==> config.mk <==
export PLATFORM = sky130hd
export DESIGN_NAME = reservation_bandwidth_pi_controller
export DESIGN_NICKNAME = d
export VERILOG_FILES = /design/src/rtl/rbpi_pkg.sv /design/src/rtl/rbpi_div.sv /design/src/rtl/rbpi_datapath.sv /design/src/rtl/rbpi_seq.sv /design/src/rtl/reservation_bandwidth_pi_controller.sv
export SDC_FILE = /design/constraint.sdc
export NUM_CORES = 2
export LEC_CHECK = 0
export ABC_AREA = 1
export BUFFER_PORTS_ARGS = -buffer_cell sky130_fd_sc_hd__buf_2
export CAP_MARGIN = 20
export CORE_MARGIN = 8
export CORE_UTILIZATION = 30
export DETAILED_ROUTE_END_ITERATION = 8
export PLACE_DENSITY = 0.45
export RECOVER_POWER = 100
export SETUP_SLACK_MARGIN = 0.2
export SYNTH_ARGS = -nofsm -noshare
export SYNTH_HDL_FRONTEND = slang
export SYNTH_SLANG_ARGS = --single-unit
==> constraint.sdc <==
create_clock -name clock -period 8.5 [get_ports clock]
set_input_delay 0.425 -clock clock [delete_from_list [all_inputs] [get_ports clock]]
set_output_delay 0.425 -clock clock [all_outputs]
set_load 0.05 [all_outputs]
==> src/rtl/rbpi_pkg.sv <==
// ----------------------------------------------------------------------------
// rbpi_pkg
// Shared widths, constants, codes and the microcode table of the reservation
// bandwidth PI controller.
// ----------------------------------------------------------------------------
package rbpi_pkg;

   localparam int FRAC_BITS = 16;
   localparam int WORD_W    = 32;
   localparam int BW_W      = 17;
   localparam int CLAMP_W   = 2;
   localparam int DIFF_W    = WORD_W + 1;
   localparam int PROD_W    = WORD_W + DIFF_W;
   localparam int TERM_W    = PROD_W - FRAC_BITS;
   localparam int ACC_W     = TERM_W + 2;
   localparam int DIV_W     = 2 * FRAC_BITS + 1;
   localparam int CNT_W     = $clog2(DIV_W + 1);

   localparam int REQ_TDATA_W = ((WORD_W + 7) / 8) * 8;
   localparam int RSP_TDATA_W = ((BW_W + CLAMP_W + 7) / 8) * 8;
   localparam int CSR_INDEX_W = 3;
   localparam int CSR_DATA_W  = 32;

   localparam logic [DIV_W-1:0]  ONE_SQ       = {1'b1, {(2 * FRAC_BITS){1'b0}}};
   localparam logic [BW_W-1:0]   MIN_BW       = BW_W'(((1 << FRAC_BITS) + 50) / 100);
   localparam logic [BW_W-1:0]   MAX_BW_RESET = BW_W'(1 << FRAC_BITS);
   localparam logic [WORD_W-1:0] DRIVE_ONE    = WORD_W'(1 << FRAC_BITS);
   localparam logic [WORD_W-1:0] DRIVE_MAX    = {1'b0, {(WORD_W - 1){1'b1}}};

   typedef enum logic [CSR_INDEX_W-1:0] {
      REG_GAIN_A_NEG = 3'd0,
      REG_GAIN_B_NEG = 3'd1,
      REG_GAIN_A_POS = 3'd2,
      REG_GAIN_B_POS = 3'd3,
      REG_TARGET     = 3'd4,
      REG_MAX_BW     = 3'd5
   } reg_index_type;

   typedef enum logic [CLAMP_W-1:0] {
      CLAMP_NONE = 2'd0,
      CLAMP_MAX  = 2'd1,
      CLAMP_MIN  = 2'd2
   } clamp_type;

   typedef struct packed {
      logic signed [WORD_W-1:0] gain_a_negative;
      logic signed [WORD_W-1:0] gain_b_negative;
      logic signed [WORD_W-1:0] gain_a_positive;
      logic signed [WORD_W-1:0] gain_b_positive;
      logic signed [WORD_W-1:0] target_error;
      logic        [BW_W-1:0]   max_bandwidth;
   } cfg_type;

   typedef enum logic [3:0] {
      OP_NOP,
      OP_LOAD,
      OP_MUL_A,
      OP_MUL_B,
      OP_SUM,
      OP_SAT,
      OP_DIV_DRV,
      OP_CLAMP,
      OP_DIV_BW,
      OP_SET_DRIVE,
      OP_EMIT
   } op_type;

   typedef enum logic [2:0] {
      COND_NEVER,
      COND_ALWAYS,
      COND_NO_REQ,
      COND_DRIVE_NONPOS,
      COND_DIV_BUSY,
      COND_NO_CLAMP,
      COND_OUT_FULL
   } cond_type;

   localparam int PC_W = 4;
   typedef logic [PC_W-1:0] pc_type;

   localparam pc_type STEP_LOAD      = 4'd0;
   localparam pc_type STEP_MUL_A     = 4'd1;
   localparam pc_type STEP_MUL_B     = 4'd2;
   localparam pc_type STEP_SUM       = 4'd3;
   localparam pc_type STEP_SAT       = 4'd4;
   localparam pc_type STEP_DIV_DRV   = 4'd5;
   localparam pc_type STEP_WAIT_DRV  = 4'd6;
   localparam pc_type STEP_CLAMP     = 4'd7;
   localparam pc_type STEP_DIV_BW    = 4'd8;
   localparam pc_type STEP_WAIT_BW   = 4'd9;
   localparam pc_type STEP_SET_DRIVE = 4'd10;
   localparam pc_type STEP_EMIT      = 4'd11;
   localparam pc_type STEP_RETURN    = 4'd12;

   typedef struct packed {
      op_type   op;
      cond_type cond;
      pc_type   target;
   } ctl_type;

   typedef struct packed {
      logic div_busy;
      logic drive_nonpos;
      logic no_clamp;
   } dp_flags_type;

   typedef struct packed {
      logic         no_req;
      logic         out_full;
      dp_flags_type dp;
   } seq_flags_type;

   function automatic ctl_type microcode(input pc_type pc);
      ctl_type w;
      unique case (pc)
         STEP_LOAD:      w = '{op: OP_LOAD,      cond: COND_NO_REQ,       target: STEP_LOAD};
         STEP_MUL_A:     w = '{op: OP_MUL_A,     cond: COND_NEVER,        target: STEP_LOAD};
         STEP_MUL_B:     w = '{op: OP_MUL_B,     cond: COND_NEVER,        target: STEP_LOAD};
         STEP_SUM:       w = '{op: OP_SUM,       cond: COND_NEVER,        target: STEP_LOAD};
         STEP_SAT:       w = '{op: OP_SAT,       cond: COND_NEVER,        target: STEP_LOAD};
         STEP_DIV_DRV:   w = '{op: OP_DIV_DRV,   cond: COND_DRIVE_NONPOS, target: STEP_CLAMP};
         STEP_WAIT_DRV:  w = '{op: OP_NOP,       cond: COND_DIV_BUSY,     target: STEP_WAIT_DRV};
         STEP_CLAMP:     w = '{op: OP_CLAMP,     cond: COND_NEVER,        target: STEP_LOAD};
         STEP_DIV_BW:    w = '{op: OP_DIV_BW,    cond: COND_NO_CLAMP,     target: STEP_EMIT};
         STEP_WAIT_BW:   w = '{op: OP_NOP,       cond: COND_DIV_BUSY,     target: STEP_WAIT_BW};
         STEP_SET_DRIVE: w = '{op: OP_SET_DRIVE, cond: COND_NEVER,        target: STEP_LOAD};
         STEP_EMIT:      w = '{op: OP_EMIT,      cond: COND_OUT_FULL,     target: STEP_EMIT};
         STEP_RETURN:    w = '{op: OP_NOP,       cond: COND_ALWAYS,       target: STEP_LOAD};
         default:        w = '{op: OP_NOP,       cond: COND_ALWAYS,       target: STEP_LOAD};
      endcase
      return w;
   endfunction

endpackage

==> src/rtl/rbpi_div.sv <==
// ----------------------------------------------------------------------------
// rbpi_div
// Radix-2 restoring divider computing 2^(2F) / divisor, one quotient bit per
// cycle.
// ----------------------------------------------------------------------------
module rbpi_div (
   input  logic                        clock,
   input  logic                        reset,
   input  logic                        start,
   input  logic [rbpi_pkg::WORD_W-1:0] divisor,
   output logic                        busy,
   output logic [rbpi_pkg::DIV_W-1:0]  quotient
);
   import rbpi_pkg::*;

   logic [CNT_W-1:0]  cnt_ff, cnt_in;
   logic [WORD_W-1:0] divisor_ff, divisor_in;
   logic [WORD_W-1:0] rem_ff, rem_in;
   logic [DIV_W-1:0]  quot_ff, quot_in;
   logic [WORD_W:0]   rem_sh;
   logic [WORD_W:0]   diff;

   assign rem_sh = {rem_ff, quot_ff[DIV_W-1]};
   assign diff   = rem_sh - {1'b0, divisor_ff};

   always_comb begin
      cnt_in     = cnt_ff;
      divisor_in = divisor_ff;
      rem_in     = rem_ff;
      quot_in    = quot_ff;
      if (start) begin
         cnt_in     = CNT_W'(DIV_W);
         divisor_in = divisor;
         rem_in     = '0;
         quot_in    = ONE_SQ;
      end else if (cnt_ff != '0) begin
         cnt_in = cnt_ff - CNT_W'(1);
         if (!diff[WORD_W]) begin
            rem_in  = diff[WORD_W-1:0];
            quot_in = {quot_ff[DIV_W-2:0], 1'b1};
         end else begin
            rem_in  = rem_sh[WORD_W-1:0];
            quot_in = {quot_ff[DIV_W-2:0], 1'b0};
         end
      end
   end

   always_ff @(posedge clock) begin
      if (reset) begin
         cnt_ff <= '0;
      end else begin
         cnt_ff <= cnt_in;
      end
   end

   always_ff @(posedge clock) begin
      divisor_ff <= divisor_in;
      rem_ff     <= rem_in;
      quot_ff    <= quot_in;
   end

   assign busy     = (cnt_ff != '0);
   assign quotient = quot_ff;

endmodule

==> src/rtl/rbpi_datapath.sv <==
// ----------------------------------------------------------------------------
// rbpi_datapath
// Registers, shared multiplier, saturation and clamp logic of the controller,
// driven one micro-op per cycle by the sequencer.
// ----------------------------------------------------------------------------
module rbpi_datapath (
   input  logic                         clock,
   input  logic                         reset,
   input  rbpi_pkg::op_type             op,
   input  logic                         load_en,
   input  logic                         emit_en,
   input  logic [rbpi_pkg::WORD_W-1:0]  scheduling_error,
   input  rbpi_pkg::cfg_type            cfg,
   output logic [rbpi_pkg::BW_W-1:0]    bandwidth,
   output rbpi_pkg::clamp_type          clamp_status,
   output rbpi_pkg::dp_flags_type       flags
);
   import rbpi_pkg::*;

   localparam logic signed [ACC_W-1:0] ACC_HI = ACC_W'(DRIVE_MAX);
   localparam logic signed [ACC_W-1:0] ACC_LO = ~ACC_HI;

   logic signed [WORD_W-1:0] e_ff, e_in;
   logic signed [DIFF_W-1:0] dnow_ff, dnow_in;
   logic signed [DIFF_W-1:0] dprev_ff, dprev_in;
   logic signed [TERM_W-1:0] pa_ff, pa_in;
   logic signed [TERM_W-1:0] pb_ff, pb_in;
   logic signed [ACC_W-1:0]  acc_ff, acc_in;
   logic signed [WORD_W-1:0] drive_ff, drive_in;
   logic        [BW_W-1:0]   bw_ff, bw_in;
   clamp_type                status_ff, status_in;
   logic signed [WORD_W-1:0] prev_drive_ff, prev_drive_in;
   logic signed [WORD_W-1:0] prev_error_ff, prev_error_in;

   logic signed [WORD_W-1:0] mul_x;
   logic signed [DIFF_W-1:0] mul_y;
   logic signed [PROD_W-1:0] prod;
   logic                     neg_err;
   logic                     drive_pos;
   logic                     drive_zero;
   logic                     drive_neg;
   logic                     div_start;
   logic        [WORD_W-1:0] div_divisor;
   logic                     div_busy;
   logic        [DIV_W-1:0]  quot;
   logic        [BW_W-1:0]   clamp_bw;
   clamp_type                clamp_st;
   logic signed [WORD_W-1:0] quot_sat;
   logic signed [ACC_W-1:0]  pd_ext;

   assign neg_err    = e_ff[WORD_W-1];
   assign drive_zero = (drive_ff == '0);
   assign drive_neg  = drive_ff[WORD_W-1];
   assign drive_pos  = !drive_neg && !drive_zero;

   assign mul_x = (op == OP_MUL_A) ? (neg_err ? cfg.gain_a_negative : cfg.gain_a_positive)
                                   : (neg_err ? cfg.gain_b_negative : cfg.gain_b_positive);
   assign mul_y = (op == OP_MUL_A) ? dnow_ff : dprev_ff;
   assign prod  = mul_x * mul_y;

   assign pd_ext = ACC_W'(prev_drive_ff);

   assign div_start   = ((op == OP_DIV_DRV) && drive_pos)
                     || ((op == OP_DIV_BW) && (status_ff != CLAMP_NONE));
   assign div_divisor = (op == OP_DIV_DRV) ? drive_ff : WORD_W'(bw_ff);

   rbpi_div u_div (
      .clock    (clock),
      .reset    (reset),
      .start    (div_start),
      .divisor  (div_divisor),
      .busy     (div_busy),
      .quotient (quot)
   );

   assign quot_sat = ({{WORD_W{1'b0}}, quot} > {{DIV_W{1'b0}}, DRIVE_MAX})
                   ? DRIVE_MAX : WORD_W'(quot);

   // max clamp first, min clamp overrides
   always_comb begin
      clamp_bw = '0;
      clamp_st = CLAMP_NONE;
      if (drive_zero || (drive_pos && (quot > DIV_W'(cfg.max_bandwidth)))) begin
         clamp_bw = cfg.max_bandwidth;
         clamp_st = CLAMP_MAX;
      end else if (drive_pos) begin
         clamp_bw = BW_W'(quot);
      end
      if (drive_neg || (clamp_bw < MIN_BW)) begin
         clamp_bw = MIN_BW;
         clamp_st = CLAMP_MIN;
      end
   end

   always_comb begin
      e_in          = e_ff;
      dnow_in       = dnow_ff;
      dprev_in      = dprev_ff;
      pa_in         = pa_ff;
      pb_in         = pb_ff;
      acc_in        = acc_ff;
      drive_in      = drive_ff;
      bw_in         = bw_ff;
      status_in     = status_ff;
      prev_drive_in = prev_drive_ff;
      prev_error_in = prev_error_ff;
      case (op)
         OP_LOAD: begin
            if (load_en) begin
               e_in     = scheduling_error;
               dnow_in  = DIFF_W'($signed(scheduling_error)) - DIFF_W'(cfg.target_error);
               dprev_in = DIFF_W'(prev_error_ff) - DIFF_W'(cfg.target_error);
            end
         end
         OP_MUL_A:     pa_in = prod[PROD_W-1:FRAC_BITS];
         OP_MUL_B:     pb_in = prod[PROD_W-1:FRAC_BITS];
         OP_SUM:       acc_in = pd_ext - ACC_W'(pa_ff) - ACC_W'(pb_ff);
         OP_SAT: begin
            if (acc_ff > ACC_HI) begin
               drive_in = DRIVE_MAX;
            end else if (acc_ff < ACC_LO) begin
               drive_in = ~DRIVE_MAX;
            end else begin
               drive_in = WORD_W'(acc_ff);
            end
         end
         OP_CLAMP: begin
            bw_in     = clamp_bw;
            status_in = clamp_st;
         end
         OP_SET_DRIVE: drive_in = quot_sat;
         OP_EMIT: begin
            if (emit_en) begin
               prev_drive_in = drive_ff;
               prev_error_in = e_ff;
            end
         end
         default: ;
      endcase
   end

   always_ff @(posedge clock) begin
      if (reset) begin
         prev_drive_ff <= DRIVE_ONE;
         prev_error_ff <= '0;
      end else begin
         prev_drive_ff <= prev_drive_in;
         prev_error_ff <= prev_error_in;
      end
   end

   always_ff @(posedge clock) begin
      e_ff      <= e_in;
      dnow_ff   <= dnow_in;
      dprev_ff  <= dprev_in;
      pa_ff     <= pa_in;
      pb_ff     <= pb_in;
      acc_ff    <= acc_in;
      drive_ff  <= drive_in;
      bw_ff     <= bw_in;
      status_ff <= status_in;
   end

   assign bandwidth          = bw_ff;
   assign clamp_status       = status_ff;
   assign flags.div_busy     = div_busy;
   assign flags.drive_nonpos = !drive_pos;
   assign flags.no_clamp     = (status_ff == CLAMP_NONE);

`ifndef NO_ASSERTIONS
   a_bw_above_min: assert property (@(posedge clock) disable iff (reset)
      emit_en |-> (bw_ff >= MIN_BW))
      else $error("bandwidth below minimum at emit");

   a_unclamped_below_max: assert property (@(posedge clock) disable iff (reset)
      (emit_en && (status_ff == CLAMP_NONE)) |-> (bw_ff <= cfg.max_bandwidth))
      else $error("unclamped bandwidth above maximum");

   a_unclamped_drive_pos: assert property (@(posedge clock) disable iff (reset)
      (emit_en && (status_ff == CLAMP_NONE)) |-> drive_pos)
      else $error("unclamped result with non-positive drive");

   a_div_start_idle: assert property (@(posedge clock) disable iff (reset)
      div_start |-> !div_busy)
      else $error("divider restarted while busy");
`endif

endmodule

==> src/rtl/rbpi_seq.sv <==
// ----------------------------------------------------------------------------
// rbpi_seq
// Microcode sequencer: step counter, control word lookup and conditional
// jumps.
// ----------------------------------------------------------------------------
module rbpi_seq (
   input  logic                    clock,
   input  logic                    reset,
   input  rbpi_pkg::seq_flags_type flags,
   output rbpi_pkg::op_type        op
);
   import rbpi_pkg::*;

   pc_type  pc_ff, pc_in;
   ctl_type word;
   logic    jump;

   assign word = microcode(pc_ff);

   always_comb begin
      unique case (word.cond)
         COND_NEVER:        jump = 1'b0;
         COND_ALWAYS:       jump = 1'b1;
         COND_NO_REQ:       jump = flags.no_req;
         COND_DRIVE_NONPOS: jump = flags.dp.drive_nonpos;
         COND_DIV_BUSY:     jump = flags.dp.div_busy;
         COND_NO_CLAMP:     jump = flags.dp.no_clamp;
         COND_OUT_FULL:     jump = flags.out_full;
         default:           jump = 1'b1;
      endcase
      pc_in = jump ? word.target : pc_ff + PC_W'(1);
   end

   always_ff @(posedge clock) begin
      if (reset) begin
         pc_ff <= STEP_LOAD;
      end else begin
         pc_ff <= pc_in;
      end
   end

   assign op = word.op;

`ifndef NO_ASSERTIONS
   a_pc_in_program: assert property (@(posedge clock) disable iff (reset)
      pc_ff <= STEP_RETURN)
      else $error("step counter left the program");

   a_load_after_return: assert property (@(posedge clock) disable iff (reset)
      (pc_ff == STEP_RETURN) |=> (pc_ff == STEP_LOAD))
      else $error("program did not return to load step");

   a_wait_holds: assert property (@(posedge clock) disable iff (reset)
      ((pc_ff == STEP_WAIT_DRV) && flags.dp.div_busy) |=> (pc_ff == STEP_WAIT_DRV))
      else $error("left divider wait while busy");
`endif

endmodule

==> src/rtl/reservation_bandwidth_pi_controller.sv <==
// ----------------------------------------------------------------------------
// reservation_bandwidth_pi_controller
// Incremental PI controller turning scheduling-error samples into a clamped
// reservation bandwidth.
// ----------------------------------------------------------------------------
// One beat in gives one beat out. Each sample runs through a 13-step
// microprogram on a shared 33-step radix-2 divider. Only bandwidth =
// 2^32/drive runs when the drive is positive and no clamp applies, only
// drive = 2^32/bandwidth runs when the drive is not positive, and both
// reciprocals run when the drive is positive and a clamp applies. A full
// output register holds the program at its emit step. After the result is
// loaded into the output register, the program passes its return step and
// its load step before the next sample is accepted.
// Configuration writes are taken at any cycle; csr_ready is always high.
module reservation_bandwidth_pi_controller (
   input  logic                             clock,
   input  logic                             reset,
   input  logic                             req_tvalid,
   output logic                             req_tready,
   // [31:0] scheduling_error
   input  logic [rbpi_pkg::REQ_TDATA_W-1:0] req_tdata,
   output logic                             rsp_tvalid,
   input  logic                             rsp_tready,
   // [16:0] bandwidth, [18:17] clamp_status, rest zero
   output logic [rbpi_pkg::RSP_TDATA_W-1:0] rsp_tdata,
   input  logic                             csr_valid,
   output logic                             csr_ready,
   input  logic [rbpi_pkg::CSR_INDEX_W-1:0] csr_index,
   input  logic [rbpi_pkg::CSR_DATA_W-1:0]  csr_data
);
   import rbpi_pkg::*;

   cfg_type                cfg_ff, cfg_in;
   logic                   rsp_tvalid_ff, rsp_tvalid_in;
   logic [RSP_TDATA_W-1:0] rsp_tdata_ff, rsp_tdata_in;
   op_type                 op;
   seq_flags_type          seq_flags;
   dp_flags_type           dp_flags;
   logic                   load_en;
   logic                   emit_en;
   logic                   out_full;
   logic [BW_W-1:0]        bandwidth;
   clamp_type              clamp_status;

   assign csr_ready  = 1'b1;
   assign req_tready = (op == OP_LOAD);
   assign load_en    = req_tvalid && req_tready;
   assign out_full   = rsp_tvalid_ff && !rsp_tready;
   assign emit_en    = (op == OP_EMIT) && !out_full;

   assign seq_flags.no_req   = !req_tvalid;
   assign seq_flags.out_full = out_full;
   assign seq_flags.dp       = dp_flags;

   rbpi_seq u_seq (
      .clock (clock),
      .reset (reset),
      .flags (seq_flags),
      .op    (op)
   );

   rbpi_datapath u_datapath (
      .clock            (clock),
      .reset            (reset),
      .op               (op),
      .load_en          (load_en),
      .emit_en          (emit_en),
      .scheduling_error (req_tdata[WORD_W-1:0]),
      .cfg              (cfg_ff),
      .bandwidth        (bandwidth),
      .clamp_status     (clamp_status),
      .flags            (dp_flags)
   );

   always_comb begin
      cfg_in = cfg_ff;
      if (csr_valid && csr_ready) begin
         unique case (csr_index)
            REG_GAIN_A_NEG: cfg_in.gain_a_negative = WORD_W'(csr_data);
            REG_GAIN_B_NEG: cfg_in.gain_b_negative = WORD_W'(csr_data);
            REG_GAIN_A_POS: cfg_in.gain_a_positive = WORD_W'(csr_data);
            REG_GAIN_B_POS: cfg_in.gain_b_positive = WORD_W'(csr_data);
            REG_TARGET:     cfg_in.target_error    = WORD_W'(csr_data);
            REG_MAX_BW:     cfg_in.max_bandwidth   = csr_data[BW_W-1:0];
            default: ;
         endcase
      end
   end

   always_comb begin
      rsp_tvalid_in = rsp_tvalid_ff;
      rsp_tdata_in  = rsp_tdata_ff;
      if (emit_en) begin
         rsp_tvalid_in = 1'b1;
         rsp_tdata_in  = RSP_TDATA_W'({clamp_status, bandwidth});
      end else if (rsp_tready) begin
         rsp_tvalid_in = 1'b0;
      end
   end

   always_ff @(posedge clock) begin
      if (reset) begin
         cfg_ff        <= '{gain_a_negative: '0, gain_b_negative: '0,
                            gain_a_positive: '0, gain_b_positive: '0,
                            target_error: '0, max_bandwidth: MAX_BW_RESET};
         rsp_tvalid_ff <= 1'b0;
      end else begin
         cfg_ff        <= cfg_in;
         rsp_tvalid_ff <= rsp_tvalid_in;
      end
   end

   always_ff @(posedge clock) begin
      rsp_tdata_ff <= rsp_tdata_in;
   end

   assign rsp_tvalid = rsp_tvalid_ff;
   assign rsp_tdata  = rsp_tdata_ff;

`ifndef NO_ASSERTIONS
   a_no_accept_while_emit: assert property (@(posedge clock) disable iff (reset)
      load_en |-> !emit_en)
      else $error("input accepted during emit step");

   a_emit_sets_valid: assert property (@(posedge clock) disable iff (reset)
      emit_en |=> rsp_tvalid)
      else $error("emitted result not presented");

   a_held_result: assert property (@(posedge clock) disable iff (reset)
      (rsp_tvalid && !rsp_tready) |=> (rsp_tvalid && $stable(rsp_tdata)))
      else $error("stalled result changed");
`endif

endmodule

==> out/summary.txt <==
CTS tree - yes
final net count - 10,400
post-synth cell types - 66
global placement routability congestion - 0.9202
reg2reg start - u_seq.word[8]
Fin. Hold Viols - 0
gr usage total - 19.18%
endpoints failing setup - 0
failing checks - capacitance limit, slew limit
Post-Route WL - 250,100 µm
Main synth FF type - edfxtp_1
crit-path max FO - 8
IO Count - 99
# rows - 179
# placed instances - 11,800
Hold Path Depth - 3
r2r worst-path depth - 29
main combinational cell family by area after synthesis - adder cells
Synth Area in Adders - 38.72%
share of cells above drive strength 1 - 12.21%
final worst path period need - 8.241 ns
via count - 56,490
Final Max Tran Viols - 840
Final Cycle Share - 96.96%
Via density - 4.692
Avg Cell Area, Syn - 8.642 µm²
core region area - 237,600 µm²
global-route wire length before repair - 375,600 µm
Worst Max-Slew Pin Slew - 6.289 ns
largest net degree at the start of global routing - 180
crit path capture type - flip-flop
fillers - 24,540
worst min-delay path endpoint - cfg_ff[142]
xor and xnor area share after synthesis - 2.446%
DR iter-0 viols - 3,747
Residual DRC - 0
EDFF count, synth - 349
CP max-delay cell - fa_1
grt ovf - 0
Area growth, synth to finish - 18.37%
Reg-to-Reg End - u_datapath.pa_ff[8]
CTS sink cnt - 677
htree depth - 3
Storage cell area - 17,050 µm²
asr flop ratio synth - 0%
unrepaired setup endpoints after global routing - yes
Relative slew margins - -319.3%
ANT nets after route - 0
area of the multi-input gates - 48,120 µm²
Post-Syn Instances - 8,285
clk buf depth - 3
router iterations before antenna repair - 5
clock-pin slew on the worst setup and hold paths - 0.06 ns
Setup Slack @ Placement - -0.1744 ns
Crit Path Class - flip-flop to flip-flop
Worst Hold Class - input port to flip-flop
number of global-route vias before repair - 59,450
outcome - complete, but fails checks
Routed wire per std cell - 20.77 µm
reg2reg setup slack - 0.26 ns
Max-cap violations - 14
cts bufs inserted - 80
Post-Layout Cell Count - 12,040
arrival time of the worst setup path - 8.71 ns
Hold Crit Start - csr_data[29]
cell area after synthesis - 71,600 µm²
CP Launch Type - flip-flop
clk_skew - 0.05656 ns
Synth Area in Simple Gates - 15.04%
DIE HEIGHT - 504.5 µm
most frequent CP cell - fa_1
starting density of the core - 30.13%
Die Area - 254,600 µm²
DP HPWL - 207,400 µm
post-synthesis sequential area ratio - 23.81%
Synth Area in Compound Gates - 8.886%
Root Buffer - clkbuf_16
Seq cells post-synth - 677
Achievable Freq - 121.3 MHz
clk_lat worst skew - 0.71 ns
initial antenna violation count - 1
Final WS setup - 0.2586 ns
Critical Path Max Stage Delay - 0.62 ns
CP required - 8.97 ns
chip width - 504.5 µm
Yosys Warn Count - 0
tightest hold margin - 0.06966 ns
antenna cells - 0
multiplexer share of the synthesized area - 0.3914%
port bufs - 92
Fin Setup TNS - 0 ns
-- worst max-delay path: cells and delay by family, from the launching register on --
| kind | cells | cell delay, ns |
|---|---|---|
| AOI/OAI and AO/OA | 5 | 0.88 |
| xor gates and xnor gates | 1 | 0.36 |
| adders and majority gates | 9 | 4.49 |
| buffers and inverters | 10 | 1.48 |
| DFF | 1 | 0.36 |
| and+or+nand+nor | 4 | 0.40 |
-- synth_stat cells (all sizes together), types with 9 or more instances --
cell type  count  area [µm²]
clkbuf       235       882.1
a21o          15       112.6
nor4          30       193.9
ha           355        4442
o211ai        44       335.3
a21oi        486        2432
or2           14       87.58
o2111ai       10       87.58
nor3          38       201.5
a22oi         26       195.2
buf           58       312.8
nand2       1386        5278
fa          1163       23280
nor2        1074        4051
o21bai        15       120.1
a31oi         25       156.4
o221ai         9       78.83
inv         1704        6396
nand3        129       660.6
mux2i         28       280.3
a21boi        12       90.09
o22ai         10       68.81
dfxtp        328        6566
clkinv        18       72.57
o21ai        435        2327
nand4         27       183.9
xnor2         59       516.8
edfxtp       349       10480
xor2         141        1235
o21a          20       150.1
a211oi         9       67.56
-- state kept, by name (all words and copies together) (netlist names), 17 cells and up --
register / cells
cfg_ff: 177
u_datapath.acc_ff: 51
u_datapath.pa_ff: 49
u_datapath.pb_ff: 49
u_datapath.dnow_ff: 33
u_datapath.dprev_ff: 33
u_datapath.u_div.quotient: 33
u_datapath.drive_ff: 32
u_datapath.e_ff: 32
u_datapath.prev_drive_ff: 32
u_datapath.prev_error_ff: 32
u_datapath.u_div.divisor_ff: 32
u_datapath.u_div.rem_ff: 32
rsp_tdata: 19
u_datapath.bandwidth: 17
-- worst max path at each step --
stage                       start                    to  slack [ns]  depth (start not counted)
floorplan           u_seq.word[8]  u_datapath.pa_ff[19]        0.20                         40
global placement    u_seq.word[8]  u_datapath.pa_ff[15]       -0.24                         36
detailed placement  u_seq.word[8]  u_datapath.pb_ff[27]       -0.17                         31
CTS                 u_seq.word[8]  u_datapath.pa_ff[47]        0.18                         33
global route        u_seq.word[8]  u_datapath.pa_ff[41]      -0.009                         32
finish              u_seq.word[8]   u_datapath.pa_ff[8]        0.26                         29
-- final cells by class --
class                   count  share of cell area, %
repair inverters            1               0.008857
flip-flops and latches    677                  20.12
repair buffers            725                  7.477
well taps                3167                  4.675
clock buffers             112                  2.660
multi-input cells        5599                  56.77
inverters                1722                  7.725
clock inverters            37                 0.5624
-- repair_timing --
action / CTS / global route
hold buffers: 35 / 0
cloned: 3 / 4
buffers inserted: 13 / 38
gates resized for setup: 106 / 267
pin swaps: 8 / 49
hold endpoints to repair: 36 / 0
endpoints found under the setup margin: 74 / 82
-- logic make-up (layout without fill, tap and decap cells) --
family	Yosys count	in the layout
muxes	28	28
xor gates and xnor gates	200	200
adders and majority gates	1518	1518
and+or+nand+nor	2713	2715
buffers and inverters	2015	2597
other	2	6
DFF	677	677
AOI/OAI and AO/OA	1132	1132
-- routing by layer --
layer	wire length [µm]	share of wire, %	global-route usage [%]	up-vias
met2	116900	47	32.27	1366
met5	0	0	0	-
met4	7193	2.9	4.863	0
met1	114200	46	26.17	28380
li1	-	-	-	26450
met3	11870	4.7	2.458	296
-- cell usage in the layout (no fill, tap or decap), types with 27 or more instances in the layout --
cell type      Yosys  final
inv_1           1686   1667
nand2_1         1368   1362
fa_1            1163   1121
nor2_1          1068   1015
a21oi_1          486    457
buf_4              9    457
edfxtp_1         349    349
o21ai_0          379    346
ha_1             355    329
dfxtp_1          328    327
xor2_1           141    131
nand3_1          126    125
clkbuf_1         235     90
clkbuf_16          0     85
buf_12             0     74
xnor2_1           59     59
nor2_2             5     49
o211ai_1          43     43
fa_2               0     42
buf_2             37     39
dlygate4sd3_1      0     35
nor3_1            37     34
o21ai_2           37     34
o21ai_1           18     30
a21oi_2            0     27
-- per-stage QoR --
step                util (%)  instance area, µm²
finish                 35.67               84760
global route           35.67               84760
CTS                    35.15               83540
detailed placement     33.60               79840
global placement       33.60               79840
floorplan                  -               71620
Power is left out: the tool's default activity adds up to more than one toggle a clock period on the data nets, which glitch-free logic cannot reach.
